<file path="src/design/rsfp_pkg.sv">
// ----------------------------------------------------------------------------
// rsfp_pkg
// Shared types, constants and helpers for the radar serial frame parser.
// ----------------------------------------------------------------------------
package rsfp_pkg;

  // Default byte budget of one binary frame after its prefix
  localparam int FRAME_BYTES_DEF = 256;

  // Reset value of the body length limit
  localparam logic [7:0] MAX_BODY_LEN_RST = 8'd240;

  // Frame markers as they appear in the 4-byte window (oldest byte high)
  localparam logic [31:0] PFX_CMD  = 32'hFDFC_FBFA;
  localparam logic [31:0] PFX_DATA = 32'hF4F3_F2F1;
  localparam logic [31:0] SFX_CMD  = 32'h0403_0201;
  localparam logic [31:0] SFX_DATA = 32'hF8F7_F6F5;

  // Largest decimal value on a distance line
  localparam logic [19:0] DEC_LIMIT = 20'd65535;

  // ASCII characters used by the line parser
  localparam logic [7:0] CH_CR    = 8'h0D;
  localparam logic [7:0] CH_LF    = 8'h0A;
  localparam logic [7:0] CH_SPACE = 8'h20;
  localparam logic [7:0] CH_TAB   = 8'h09;
  localparam logic [7:0] CH_ZERO  = 8'h30;
  localparam logic [7:0] CH_NINE  = 8'h39;
  localparam logic [7:0] CH_UP_O  = 8'h4F;
  localparam logic [7:0] CH_UP_F  = 8'h46;
  localparam logic [7:0] CH_LO_D  = 8'h64;

  // Length of the "distance:" keyword
  localparam logic [3:0] DIST_WORD_LEN = 4'd9;

  // Register map
  localparam logic [0:0] REG_MAX_BODY_LEN = 1'b0;

  // Event kinds on the result channel
  localparam logic [2:0] EV_OFF_LINE  = 3'd0;
  localparam logic [2:0] EV_DIST_LINE = 3'd1;
  localparam logic [2:0] EV_BODY_BYTE = 3'd2;
  localparam logic [2:0] EV_CMD_DONE  = 3'd3;
  localparam logic [2:0] EV_DATA_DONE = 3'd4;

  // Parser states; binary frame states have the top bit set
  typedef enum logic [3:0] {
    PS_IDLE   = 4'd0,
    PS_O      = 4'd1,
    PS_OF     = 4'd2,
    PS_OFF    = 4'd3,
    PS_OFF_T  = 4'd4,
    PS_DIST   = 4'd5,
    PS_NUM    = 4'd6,
    PS_NUM_T  = 4'd7,
    PS_LEN0   = 4'd8,
    PS_LEN1   = 4'd9,
    PS_BODY   = 4'd10,
    PS_SUFFIX = 4'd11
  } parse_state_t;

  // One result item plus its valid flag
  typedef struct packed {
    logic        valid;
    logic [2:0]  event_kind;
    logic [15:0] line_distance;
    logic [7:0]  body_value;
    logic [7:0]  body_index;
    logic [7:0]  body_length;
    logic [15:0] head_command;
    logic [7:0]  head_ack;
    logic        motion;
    logic        still;
    logic [15:0] target_distance;
  } result_t;

  // Character of "distance:" at a given position
  function automatic logic [7:0] dist_char(input logic [3:0] idx);
    logic [7:0] ch;
    case (idx)
      4'd0:    ch = 8'h64; // d
      4'd1:    ch = 8'h69; // i
      4'd2:    ch = 8'h73; // s
      4'd3:    ch = 8'h74; // t
      4'd4:    ch = 8'h61; // a
      4'd5:    ch = 8'h6E; // n
      4'd6:    ch = 8'h63; // c
      4'd7:    ch = 8'h65; // e
      4'd8:    ch = 8'h3A; // :
      default: ch = 8'h00;
    endcase
    return ch;
  endfunction

  // CR LF or LF CR
  function automatic logic term_pair(input logic [7:0] a, input logic [7:0] b);
    return ((a == CH_CR) && (b == CH_LF)) || ((a == CH_LF) && (b == CH_CR));
  endfunction

endpackage

</file>
<file path="src/design/radar_serial_frame_parser_core.sv">
// ----------------------------------------------------------------------------
// radar_serial_frame_parser_core
// Receive-stream parser for a presence radar: binary frames and ASCII lines.
// ----------------------------------------------------------------------------
// Usage:
//   The input channel (in_valid/in_ready/in_rx_byte) carries one received
//   serial byte per transfer. The result channel (out_valid/out_ready and
//   out_* fields) carries at most one event per byte: OFF line, distance
//   line, body byte with index, or command/data frame completion.
//   Each byte is handled by the step logic and its event lands
//   in the result register, so an event appears in the cycle after its byte is
//   transferred. One byte is taken every cycle while the result register is
//   empty or being drained; the single result register sets this rate.
//   When the receiver stalls with an event held, in_ready drops until the
//   event is transferred; bytes that raise no event still need the result
//   register free to pass.
//   Synchronous active-low reset returns the parser to idle, empties the byte
//   window and the result register, and sets max_body_length to 240.
//   max_body_length sits at address 0 of the APB port and is to be written
//   only while no byte is in flight; the block itself does not enforce this.
// ----------------------------------------------------------------------------
module radar_serial_frame_parser_core #(
  parameter int FRAME_BYTES = rsfp_pkg::FRAME_BYTES_DEF
) (
  input  logic        clk,
  input  logic        rst_n,
  // byte input
  input  logic        in_valid,
  output logic        in_ready,
  input  logic [7:0]  in_rx_byte,
  // events
  output logic        out_valid,
  input  logic        out_ready,
  output logic [2:0]  out_event_kind,
  output logic [15:0] out_line_distance,
  output logic [7:0]  out_body_value,
  output logic [7:0]  out_body_index,
  output logic [7:0]  out_body_length,
  output logic [15:0] out_head_command,
  output logic [7:0]  out_head_ack,
  output logic        out_motion,
  output logic        out_still,
  output logic [15:0] out_target_distance,
  // configuration
  input  logic        psel,
  input  logic        penable,
  input  logic        pwrite,
  input  logic [2:0]  paddr,
  input  logic [31:0] pwdata,
  output logic [31:0] prdata,
  output logic        pready
);

  logic              take;
  logic [7:0]        max_body_length_r;
  rsfp_pkg::result_t step_res;
  rsfp_pkg::result_t held;

  assign take   = in_valid && in_ready;
  assign pready = 1'b1;

  // Register write on the access phase
  always_ff @(posedge clk) begin
    if (!rst_n) begin
      max_body_length_r <= rsfp_pkg::MAX_BODY_LEN_RST;
    end else if (psel && penable && pwrite && pready &&
                 (paddr[2] == rsfp_pkg::REG_MAX_BODY_LEN)) begin
      max_body_length_r <= pwdata[7:0];
    end
  end

  // Register read
  always_comb begin
    if (paddr[2] == rsfp_pkg::REG_MAX_BODY_LEN) begin
      prdata = {24'h000000, max_body_length_r};
    end else begin
      prdata = '0;
    end
  end

  rsfp_parser #(
    .FRAME_BYTES(FRAME_BYTES)
  ) u_parser (
    .clk             (clk),
    .rst_n           (rst_n),
    .take            (take),
    .rx_byte         (in_rx_byte),
    .max_body_length (max_body_length_r),
    .result          (step_res)
  );

  rsfp_out_stage u_out (
    .clk       (clk),
    .rst_n     (rst_n),
    .take      (take),
    .result    (step_res),
    .out_ready (out_ready),
    .in_ready  (in_ready),
    .out_valid (out_valid),
    .held      (held)
  );

  // Present the held event
  assign out_event_kind      = held.event_kind;
  assign out_line_distance   = held.line_distance;
  assign out_body_value      = held.body_value;
  assign out_body_index      = held.body_index;
  assign out_body_length     = held.body_length;
  assign out_head_command    = held.head_command;
  assign out_head_ack        = held.head_ack;
  assign out_motion          = held.motion;
  assign out_still           = held.still;
  assign out_target_distance = held.target_distance;

endmodule

</file>
<file path="src/design/rsfp_parser.sv">
// ----------------------------------------------------------------------------
// rsfp_parser
// Parse state registers and the one-byte step logic that updates them and
// forms at most one result per received byte.
// ----------------------------------------------------------------------------
module rsfp_parser #(
  parameter int FRAME_BYTES = rsfp_pkg::FRAME_BYTES_DEF
) (
  input  logic               clk,
  input  logic               rst_n,
  input  logic               take,
  input  logic [7:0]         rx_byte,
  input  logic [7:0]         max_body_length,
  output rsfp_pkg::result_t  result
);

  localparam int FbcW = $clog2(FRAME_BYTES + 1);

  rsfp_pkg::parse_state_t state_r, state_nxt;
  logic [31:0]     win_r, win_nxt;
  logic [2:0]      fill_r, fill_nxt;
  logic [7:0]      prev_r, prev_nxt;
  logic [3:0]      pmi_r, pmi_nxt;
  logic [16:0]     acc_r, acc_nxt;
  logic            seen_r, seen_nxt;
  logic [FbcW-1:0] fbc_r, fbc_nxt;
  logic [7:0]      decl_r, decl_nxt;
  logic [7:0]      bcnt_r, bcnt_nxt;
  logic [7:0]      head_r [4];
  logic [7:0]      head_nxt [4];

  logic        win_full;
  logic [15:0] len16;
  logic [16:0] len_plus;
  logic [19:0] acc_sum;
  logic [1:0]  head_idx;
  logic        is_digit;

  // Step logic for one byte
  always_comb begin
    win_nxt   = {win_r[23:0], rx_byte};
    fill_nxt  = (fill_r < 3'd4) ? fill_r + 3'd1 : fill_r;
    win_full  = (fill_nxt >= 3'd4);
    state_nxt = state_r;
    prev_nxt  = rx_byte;
    pmi_nxt   = pmi_r;
    acc_nxt   = acc_r;
    seen_nxt  = seen_r;
    fbc_nxt   = fbc_r;
    decl_nxt  = decl_r;
    bcnt_nxt  = bcnt_r;
    head_nxt  = head_r;
    result    = '0;
    len16     = {rx_byte, decl_r};
    len_plus  = {1'b0, len16} + 17'd10;
    head_idx  = fbc_r[1:0] - 2'd2;
    is_digit  = (rx_byte >= rsfp_pkg::CH_ZERO) && (rx_byte <= rsfp_pkg::CH_NINE);
    acc_sum   = (20'(acc_r) << 3) + (20'(acc_r) << 1) + 20'(rx_byte - rsfp_pkg::CH_ZERO);

    if (state_r inside {rsfp_pkg::PS_LEN0, rsfp_pkg::PS_LEN1,
                        rsfp_pkg::PS_BODY, rsfp_pkg::PS_SUFFIX}) begin
      if (fbc_r >= FbcW'(FRAME_BYTES)) begin
        // Drop the frame once the byte budget is spent
        state_nxt = rsfp_pkg::PS_IDLE;
        fbc_nxt   = '0;
        decl_nxt  = '0;
        bcnt_nxt  = '0;
        pmi_nxt   = '0;
        acc_nxt   = '0;
        seen_nxt  = 1'b0;
      end else begin
        // Capture the four bytes after the length field
        if ((fbc_r >= FbcW'(2)) && (fbc_r < FbcW'(6))) begin
          head_nxt[head_idx] = rx_byte;
        end
        fbc_nxt = fbc_r + FbcW'(1);
        case (state_r)
          rsfp_pkg::PS_LEN0: begin
            decl_nxt  = rx_byte;
            state_nxt = rsfp_pkg::PS_LEN1;
          end
          rsfp_pkg::PS_LEN1: begin
            if ((len16 > {8'h00, max_body_length}) ||
                (len_plus > 17'(FRAME_BYTES))) begin
              state_nxt = rsfp_pkg::PS_IDLE;
              fbc_nxt   = '0;
              decl_nxt  = '0;
              bcnt_nxt  = '0;
            end else begin
              bcnt_nxt  = '0;
              state_nxt = (len16 == 16'd0) ? rsfp_pkg::PS_SUFFIX : rsfp_pkg::PS_BODY;
            end
          end
          rsfp_pkg::PS_BODY: begin
            result.valid      = 1'b1;
            result.event_kind = rsfp_pkg::EV_BODY_BYTE;
            result.body_value = rx_byte;
            result.body_index = bcnt_r;
            bcnt_nxt          = bcnt_r + 8'd1;
            if (({1'b0, bcnt_r} + 9'd1) >= {1'b0, decl_r}) begin
              state_nxt = rsfp_pkg::PS_SUFFIX;
            end
          end
          default: begin
            // Search the window for either suffix
            if (win_full && ((win_nxt == rsfp_pkg::SFX_CMD) ||
                             (win_nxt == rsfp_pkg::SFX_DATA))) begin
              result.valid       = 1'b1;
              result.body_length = decl_r;
              if (win_nxt == rsfp_pkg::SFX_CMD) begin
                result.event_kind   = rsfp_pkg::EV_CMD_DONE;
                result.head_command = {head_r[1], head_r[0]};
                result.head_ack     = head_r[2];
              end else begin
                result.event_kind      = rsfp_pkg::EV_DATA_DONE;
                result.motion          = (head_r[0] == 8'd1);
                result.still           = (head_r[0] == 8'd2);
                result.target_distance = {head_r[2], head_r[1]};
              end
              state_nxt = rsfp_pkg::PS_IDLE;
              fbc_nxt   = '0;
              decl_nxt  = '0;
              bcnt_nxt  = '0;
              pmi_nxt   = '0;
              acc_nxt   = '0;
              seen_nxt  = 1'b0;
            end
          end
        endcase
      end
    end else if (win_full && ((win_nxt == rsfp_pkg::PFX_CMD) ||
                              (win_nxt == rsfp_pkg::PFX_DATA))) begin
      // Start a binary frame, abandon any ASCII line
      state_nxt = rsfp_pkg::PS_LEN0;
      fbc_nxt   = '0;
      decl_nxt  = '0;
      bcnt_nxt  = '0;
      pmi_nxt   = '0;
      acc_nxt   = '0;
      seen_nxt  = 1'b0;
    end else begin
      // ASCII line parsing
      case (state_r)
        rsfp_pkg::PS_IDLE: begin
          if (rx_byte == rsfp_pkg::CH_UP_O) begin
            state_nxt = rsfp_pkg::PS_O;
          end else if (rx_byte == rsfp_pkg::CH_LO_D) begin
            state_nxt = rsfp_pkg::PS_DIST;
            pmi_nxt   = 4'd1;
          end
        end
        rsfp_pkg::PS_O: begin
          state_nxt = (rx_byte == rsfp_pkg::CH_UP_F) ? rsfp_pkg::PS_OF : rsfp_pkg::PS_IDLE;
        end
        rsfp_pkg::PS_OF: begin
          state_nxt = (rx_byte == rsfp_pkg::CH_UP_F) ? rsfp_pkg::PS_OFF : rsfp_pkg::PS_IDLE;
        end
        rsfp_pkg::PS_OFF: begin
          state_nxt = ((rx_byte == rsfp_pkg::CH_CR) || (rx_byte == rsfp_pkg::CH_LF)) ?
                      rsfp_pkg::PS_OFF_T : rsfp_pkg::PS_IDLE;
        end
        rsfp_pkg::PS_OFF_T: begin
          if (rsfp_pkg::term_pair(prev_r, rx_byte)) begin
            result.valid      = 1'b1;
            result.event_kind = rsfp_pkg::EV_OFF_LINE;
          end
          state_nxt = rsfp_pkg::PS_IDLE;
        end
        rsfp_pkg::PS_DIST: begin
          if ((pmi_r < rsfp_pkg::DIST_WORD_LEN) && (rx_byte == rsfp_pkg::dist_char(pmi_r))) begin
            pmi_nxt = pmi_r + 4'd1;
            if ((pmi_r + 4'd1) == rsfp_pkg::DIST_WORD_LEN) begin
              state_nxt = rsfp_pkg::PS_NUM;
              acc_nxt   = '0;
              seen_nxt  = 1'b0;
            end
          end else if (pmi_r >= rsfp_pkg::DIST_WORD_LEN) begin
            state_nxt = rsfp_pkg::PS_IDLE;
          end else if (rx_byte == rsfp_pkg::CH_LO_D) begin
            pmi_nxt = 4'd1;
          end else if (rx_byte == rsfp_pkg::CH_UP_O) begin
            state_nxt = rsfp_pkg::PS_O;
          end else begin
            state_nxt = rsfp_pkg::PS_IDLE;
          end
        end
        rsfp_pkg::PS_NUM: begin
          if ((rx_byte == rsfp_pkg::CH_SPACE) || (rx_byte == rsfp_pkg::CH_TAB)) begin
            state_nxt = state_r;
          end else if (is_digit) begin
            seen_nxt = 1'b1;
            if (acc_sum > rsfp_pkg::DEC_LIMIT) begin
              acc_nxt   = 17'h10000;
              state_nxt = rsfp_pkg::PS_IDLE;
            end else begin
              acc_nxt = acc_sum[16:0];
            end
          end else if ((rx_byte == rsfp_pkg::CH_CR) || (rx_byte == rsfp_pkg::CH_LF)) begin
            state_nxt = rsfp_pkg::PS_NUM_T;
          end else begin
            state_nxt = rsfp_pkg::PS_IDLE;
          end
        end
        rsfp_pkg::PS_NUM_T: begin
          if (rsfp_pkg::term_pair(prev_r, rx_byte) && seen_r) begin
            result.valid         = 1'b1;
            result.event_kind    = rsfp_pkg::EV_DIST_LINE;
            result.line_distance = acc_r[15:0];
            result.motion        = 1'b1;
          end
          state_nxt = rsfp_pkg::PS_IDLE;
        end
        default: begin
          state_nxt = rsfp_pkg::PS_IDLE;
        end
      endcase
    end
  end

  // Advance the parse state on each transfer
  always_ff @(posedge clk) begin
    if (!rst_n) begin
      state_r   <= rsfp_pkg::PS_IDLE;
      win_r     <= '0;
      fill_r    <= '0;
      prev_r    <= '0;
      pmi_r     <= '0;
      acc_r     <= '0;
      seen_r    <= 1'b0;
      fbc_r     <= '0;
      decl_r    <= '0;
      bcnt_r    <= '0;
      head_r[0] <= '0;
      head_r[1] <= '0;
      head_r[2] <= '0;
      head_r[3] <= '0;
    end else if (take) begin
      state_r <= state_nxt;
      win_r   <= win_nxt;
      fill_r  <= fill_nxt;
      prev_r  <= prev_nxt;
      pmi_r   <= pmi_nxt;
      acc_r   <= acc_nxt;
      seen_r  <= seen_nxt;
      fbc_r   <= fbc_nxt;
      decl_r  <= decl_nxt;
      bcnt_r  <= bcnt_nxt;
      head_r  <= head_nxt;
    end
  end

`ifndef SYNTHESIS
  // Frame byte count never passes the budget inside a frame
  assert property (@(posedge clk) disable iff (!rst_n)
    state_r[3] |-> (fbc_r <= FbcW'(FRAME_BYTES)))
    else $error("frame byte count past budget");

  // While in the body, fewer body bytes than declared have been seen
  assert property (@(posedge clk) disable iff (!rst_n)
    (state_r == rsfp_pkg::PS_BODY) |-> (bcnt_r < decl_r))
    else $error("body count reached declared length in body state");

  // Window fill saturates at four
  assert property (@(posedge clk) disable iff (!rst_n)
    fill_r <= 3'd4)
    else $error("window fill out of range");

  // Every body byte within budget produces a result
  assert property (@(posedge clk) disable iff (!rst_n)
    (take && (state_r == rsfp_pkg::PS_BODY) && (fbc_r < FbcW'(FRAME_BYTES)))
      |-> (result.valid && (result.event_kind == rsfp_pkg::EV_BODY_BYTE)))
    else $error("body byte without result");
`endif

endmodule

</file>
<file path="src/design/rsfp_out_stage.sv">
// ----------------------------------------------------------------------------
// rsfp_out_stage
// Result register of the parser: holds one result until the receiver takes
// it and lets a new byte in whenever the register is empty or draining.
// ----------------------------------------------------------------------------
module rsfp_out_stage (
  input  logic               clk,
  input  logic               rst_n,
  input  logic               take,
  input  rsfp_pkg::result_t  result,
  input  logic               out_ready,
  output logic               in_ready,
  output logic               out_valid,
  output rsfp_pkg::result_t  held
);

  logic              valid_r, valid_nxt;
  rsfp_pkg::result_t data_r;

  assign in_ready  = !valid_r || out_ready;
  assign out_valid = valid_r;
  assign held      = data_r;

  // Load on a transfer in, clear on a transfer out
  always_comb begin
    if (take) begin
      valid_nxt = result.valid;
    end else if (out_ready) begin
      valid_nxt = 1'b0;
    end else begin
      valid_nxt = valid_r;
    end
  end

  always_ff @(posedge clk) begin
    if (!rst_n) begin
      valid_r <= 1'b0;
    end else begin
      valid_r <= valid_nxt;
    end
  end

  // Hold the payload; refresh only with a new result
  always_ff @(posedge clk) begin
    if (take && result.valid) begin
      data_r <= result;
    end
  end

endmodule
</file>
<file path="config.mk">
export PLATFORM = sky130hd
export DESIGN_NAME = radar_serial_frame_parser_core
export DESIGN_NICKNAME = d
export VERILOG_FILES = /design/src/design/rsfp_pkg.sv /design/src/design/radar_serial_frame_parser_core.sv /design/src/design/rsfp_parser.sv /design/src/design/rsfp_out_stage.sv
export SDC_FILE = /design/constraint.sdc
export NUM_CORES = 1
export LEC_CHECK = 0
export ABC_AREA = 1
export BUFFER_PORTS_ARGS = -buffer_cell sky130_fd_sc_hd__clkbuf_2
export CAP_MARGIN = 30
export CORE_MARGIN = 2
export CORE_UTILIZATION = 39
export CTS_BUF_LIST = sky130_fd_sc_hd__clkbuf_8
export DETAILED_ROUTE_END_ITERATION = 16
export SLEW_MARGIN = 5
export SYNTH_ARGS = -nofsm -noshare
export SYNTH_HDL_FRONTEND = slang
export SYNTH_SLANG_ARGS = --single-unit
export TNS_END_PERCENT = 50
</file>
<file path="constraint.sdc">
create_clock -name clk -period 7.9 [get_ports clk]
set_input_delay 0 -clock clk [delete_from_list [all_inputs] [get_ports clk]]
set_output_delay 0 -clock clk [all_outputs]
set_load 0.03 [all_outputs]
</file>
==> impl_metrics.sql <==
INSERT INTO impl_metrics (metric_group, metric, value, unit) VALUES
('layout', 'post_route_non_filler_standard_cell_count', '2002', ''),
('status', 'outcome', 'finished clean', ''),
('hold_path', 'hold_path_end', 'max_body_length_r[4]', ''),
('setup_path', 'rr_endpoint', 'u_out.held[16]', ''),
('setup_path', 'cp_cell_sequence', 'clkbuf_2 > ha_1 > nor2_2 > fa_1 > ha_1 > nand2_1 > inv_1 > a21oi_1 > nand3_1 > nand2_1 > a21oi_1 > nor2_1 > and2_1 > nand4_1 > a21oi_1', ''),
('synthesis', 'synth-seq-cells', '203', ''),
('clock_tree', 'cts.sink_count', '203', ''),
('route', 'drt_first_pass_iters', '6', ''),
('synthesis', 'synth_flop_cell', 'dfxtp_1', ''),
('setup_path', 'worst-path-max-fanout', '17', ''),
('synthesis', 'synth_top_area_frac', '0.2216', ''),
('die', 'rows', '62', ''),
('setup_path', 'crit_top_cell', 'a21oi_1', ''),
('power', 'largest_voltage_drop_on_the_vdd_net', '93.06', 'µV'),
('global_routing', 'maximum_number_of_pins_on_one_net_before_global_route_repair', '56', ''),
('setup_path', 'crit_path_start_kind', 'input pin', ''),
('layout', 'antennaDiodeCount', '0', ''),
('setup_path', 'cp_peak_stage_delay', '0.68', 'ns'),
('die', 'die-width', '175.8', 'µm'),
('timing', 'grt_setup_unrepaired', 'false', ''),
('timing', 'setup_viol_count_final', '0', ''),
('synthesis', 'synthTopCellsByArea', 'edfxtp_1 (22%), dfxtp_1 (21%), nand2_1 (8.4%), nor2_1 (6.5%), inv_1 (6.3%)', ''),
('power', 'cellLeakagePower', '5.643', 'nW'),
('synthesis', 'avgSynthCellArea', '7.878', 'µm²'),
('die', 'overall_die_area', '30920', 'µm²'),
('setup_path', 'cp_top_family', 'simple AND/OR/NAND/NOR gates', ''),
('clock_tree', 'ctsLongestPathBuffers', '3', ''),
('setup_path', 'setup.worst_path.end_class', 'flop', ''),
('setup_path', 'critical-path-slowest-cell', 'and2_1', ''),
('power', 'power-per-cell-area', '224.8', 'nW/µm²'),
('global_routing', 'global_route.usage.met3', '0.03528', ''),
('setup_path', 'r2r_start', 'u_parser.state_r[3]', ''),
('hold_path', 'min_delay_path_depth', '4', ''),
('synthesis', 'synth_edf_count', '85', ''),
('clock_tree', 'skew_pair_late_insertion_delay', '0.53', 'ns'),
('hold_path', 'hold_path.class', 'in2reg', ''),
('layout', 'area_delta_synth_final', '13.49', '%'),
('global_routing', 'antenna_found_initial', '0', ''),
('layout', 'post_route_cells_drive_above_1_share', '0.1384', ''),
('power', 'fin_total_pwr', '2.938', 'mW'),
('synthesis', 'synth_area', '11520', 'µm²'),
('route', 'viasPerCell', '4.891', ''),
('global_routing', 'groute.layer.met1.usage', '0.2561', ''),
('synthesis', 'netlist_cell_types', '51', ''),
('timing', 'totalNegativeSetupSlack', '0', 'ns'),
('placement', 'hpwlAfterDp', '20870', 'µm'),
('layout', 'design.final.nets', '1710', ''),
('route', 'routed_wirelength', '29220', 'µm'),
('die', 'fp.dieH', '175.8', 'µm'),
('clock_tree', 'clkTransAtPathRegs', '0.06', 'ns'),
('clock_tree', 'cts-resized-gates', '0', ''),
('placement', 'placed_area', '12290', 'µm²'),
('synthesis', 'netlist.top_cell.by_area', 'edfxtp_1', ''),
('run', 'cap_viol_max_count', '0', ''),
('placement', 'place.detailed.instances', '1923', ''),
('global_routing', 'use_met2', '0.3004', ''),
('synthesis', 'yosysWarningCount', '0', ''),
('die', 'core_area', '28860', 'µm²'),
('timing', 'finalHoldViolations', '0', ''),
('global_routing', 'grt_busiest_layer', 'met2', ''),
('global_routing', 'grt_overflow_total', '0', ''),
('setup_path', 'timing_worst_setup_path_type', 'in2reg', ''),
('placement', 'io_buffer_count', '118', ''),
('setup_path', 'rrSetupSlack', '4.37', 'ns'),
('layout', 'final_util', '0.4530', ''),
('global_routing', 'via_count_of_the_first_global_routing_pass', '9130', ''),
('global_routing', 'grt_pass1_wl', '46720', 'µm'),
('die', 'start_util', '0.3991', ''),
('synthesis', 'synth_sequential_area_ratio', '0.4267', ''),
('layout', 'final_common_cell', 'nand2_1', ''),
('global_routing', 'grt.total_usage', '0.1882', '');
synthesized netlist by cell type (all sizes together), types with 2 or more instances:
cell type,n
dfxtp,118
inv,207
nand4,40
nor4,5
nand3b,5
nor3,18
edfxtp,85
xor2,20
a211oi,10
o41ai,3
o21ai,84
ha,52
a31oi,3
o22ai,4
buf,45
and2,2
nor2,215
and3,3
clkinv,2
clkbuf,26
fa,16
a21oi,125
nand3,80
o211ai,5
conb,2
xnor2,8
nand2,273
metal layers:
layer  vias up  part of all wire  routed length (µm)
met2       296              0.45               13020
met1      4429              0.47               13610
li1       5008                 -                   -
met5         -                 0                   0
met4         0             0.028                 829
met3        58             0.060                1767
cell type report:
| type | count | area, µm² |
|---|---|---|
| tap | 384 | 480.5 |
| timing repair buffer | 142 | 834.6 |
| clock inverter | 27 | 125.1 |
| fill | 2957 | 15790 |
| clock buffer | 35 | 481.7 |
| sequential | 203 | 4915 |
| inverter | 209 | 794.5 |
| multi-input combinational | 1002 | 5440 |
worst register-to-register path: stages, from the launching register on:
cell      delay (ns)
dfxtp_1         0.38
nand2_1         0.21
inv_1           0.17
nand2_1         0.09
nor2_2          0.39
clkinv_1        0.57
nand3_1         0.23
o21ai_0         0.28
clkinv_2        0.10
buf_4           0.44
buf_12          0.32
worst max path at each step:
| stage | slack, ns | endpoint | start |
|---|---|---|---|
| finish | 3.96 | u_parser.acc_r[12] | in_rx_byte[4] |
| detailed placement | 3.45 | u_parser.acc_r[12] | in_rx_byte[4] |
| floorplan | 4.36 | u_out.held[0] | u_parser.state_r[2] |
| global placement | 3.55 | u_parser.acc_r[10] | in_rx_byte[4] |
| global route | 3.66 | u_parser.acc_r[12] | in_rx_byte[4] |
| CTS | 4.00 | u_parser.acc_r[12] | in_rx_byte[4] |
power by group:
part,leakage (nW),switching (mW),total [mW],internal [mW]
clock,0.347,0.426,0.842,0.417
sequential,1.75,0.0618,1.24,1.17
combinational,3.55,0.607,0.861,0.254
registers in the layout, indices dropped and copies added (netlist names), 7 cells and up, named ones only:
| signal | flops |
|---|---|
| u_parser.win_r | 17 |
| max_body_length_r | 8 |
| u_parser.bcnt_r | 8 |
| u_parser.acc_r | 17 |
| u_parser.decl_r | 8 |
| u_parser.prev_r | 7 |
| u_out.held | 85 |
| u_parser.fbc_r | 9 |
| u_parser.head_r | 24 |
through the flow:
step / hold WS [ns] / setup WS [ns]
detailed placement: 0.2248 / 3.452
global route: 0.06054 / 3.656
floorplan: 0.1304 / 4.360
global placement: 0.2203 / 3.552
finish: 0.04673 / 3.964
CTS: 0.01955 / 4.005
logic make-up (layout without fill, tap and decap cells):
group | after synthesis | after routing | share of synthesized area
compound gates | 239 | 239 | 0.1117
xor+xnor | 28 | 28 | 0.02129
fa+ha+maj | 68 | 68 | 0.08430
buf+inv | 280 | 413 | 0.1084
flops | 203 | 203 | 0.4267
other cells | 2 | 25 | 0.0006521
simple gates | 642 | 642 | 0.2469
timing repair:
action / in CTS / in global routing
endpoints found under the hold margin: 14 / 0
setup buffers: 0 / 0
hold buffers: 16 / 0
No activity file was read; power rests on OpenSTA's default activity.
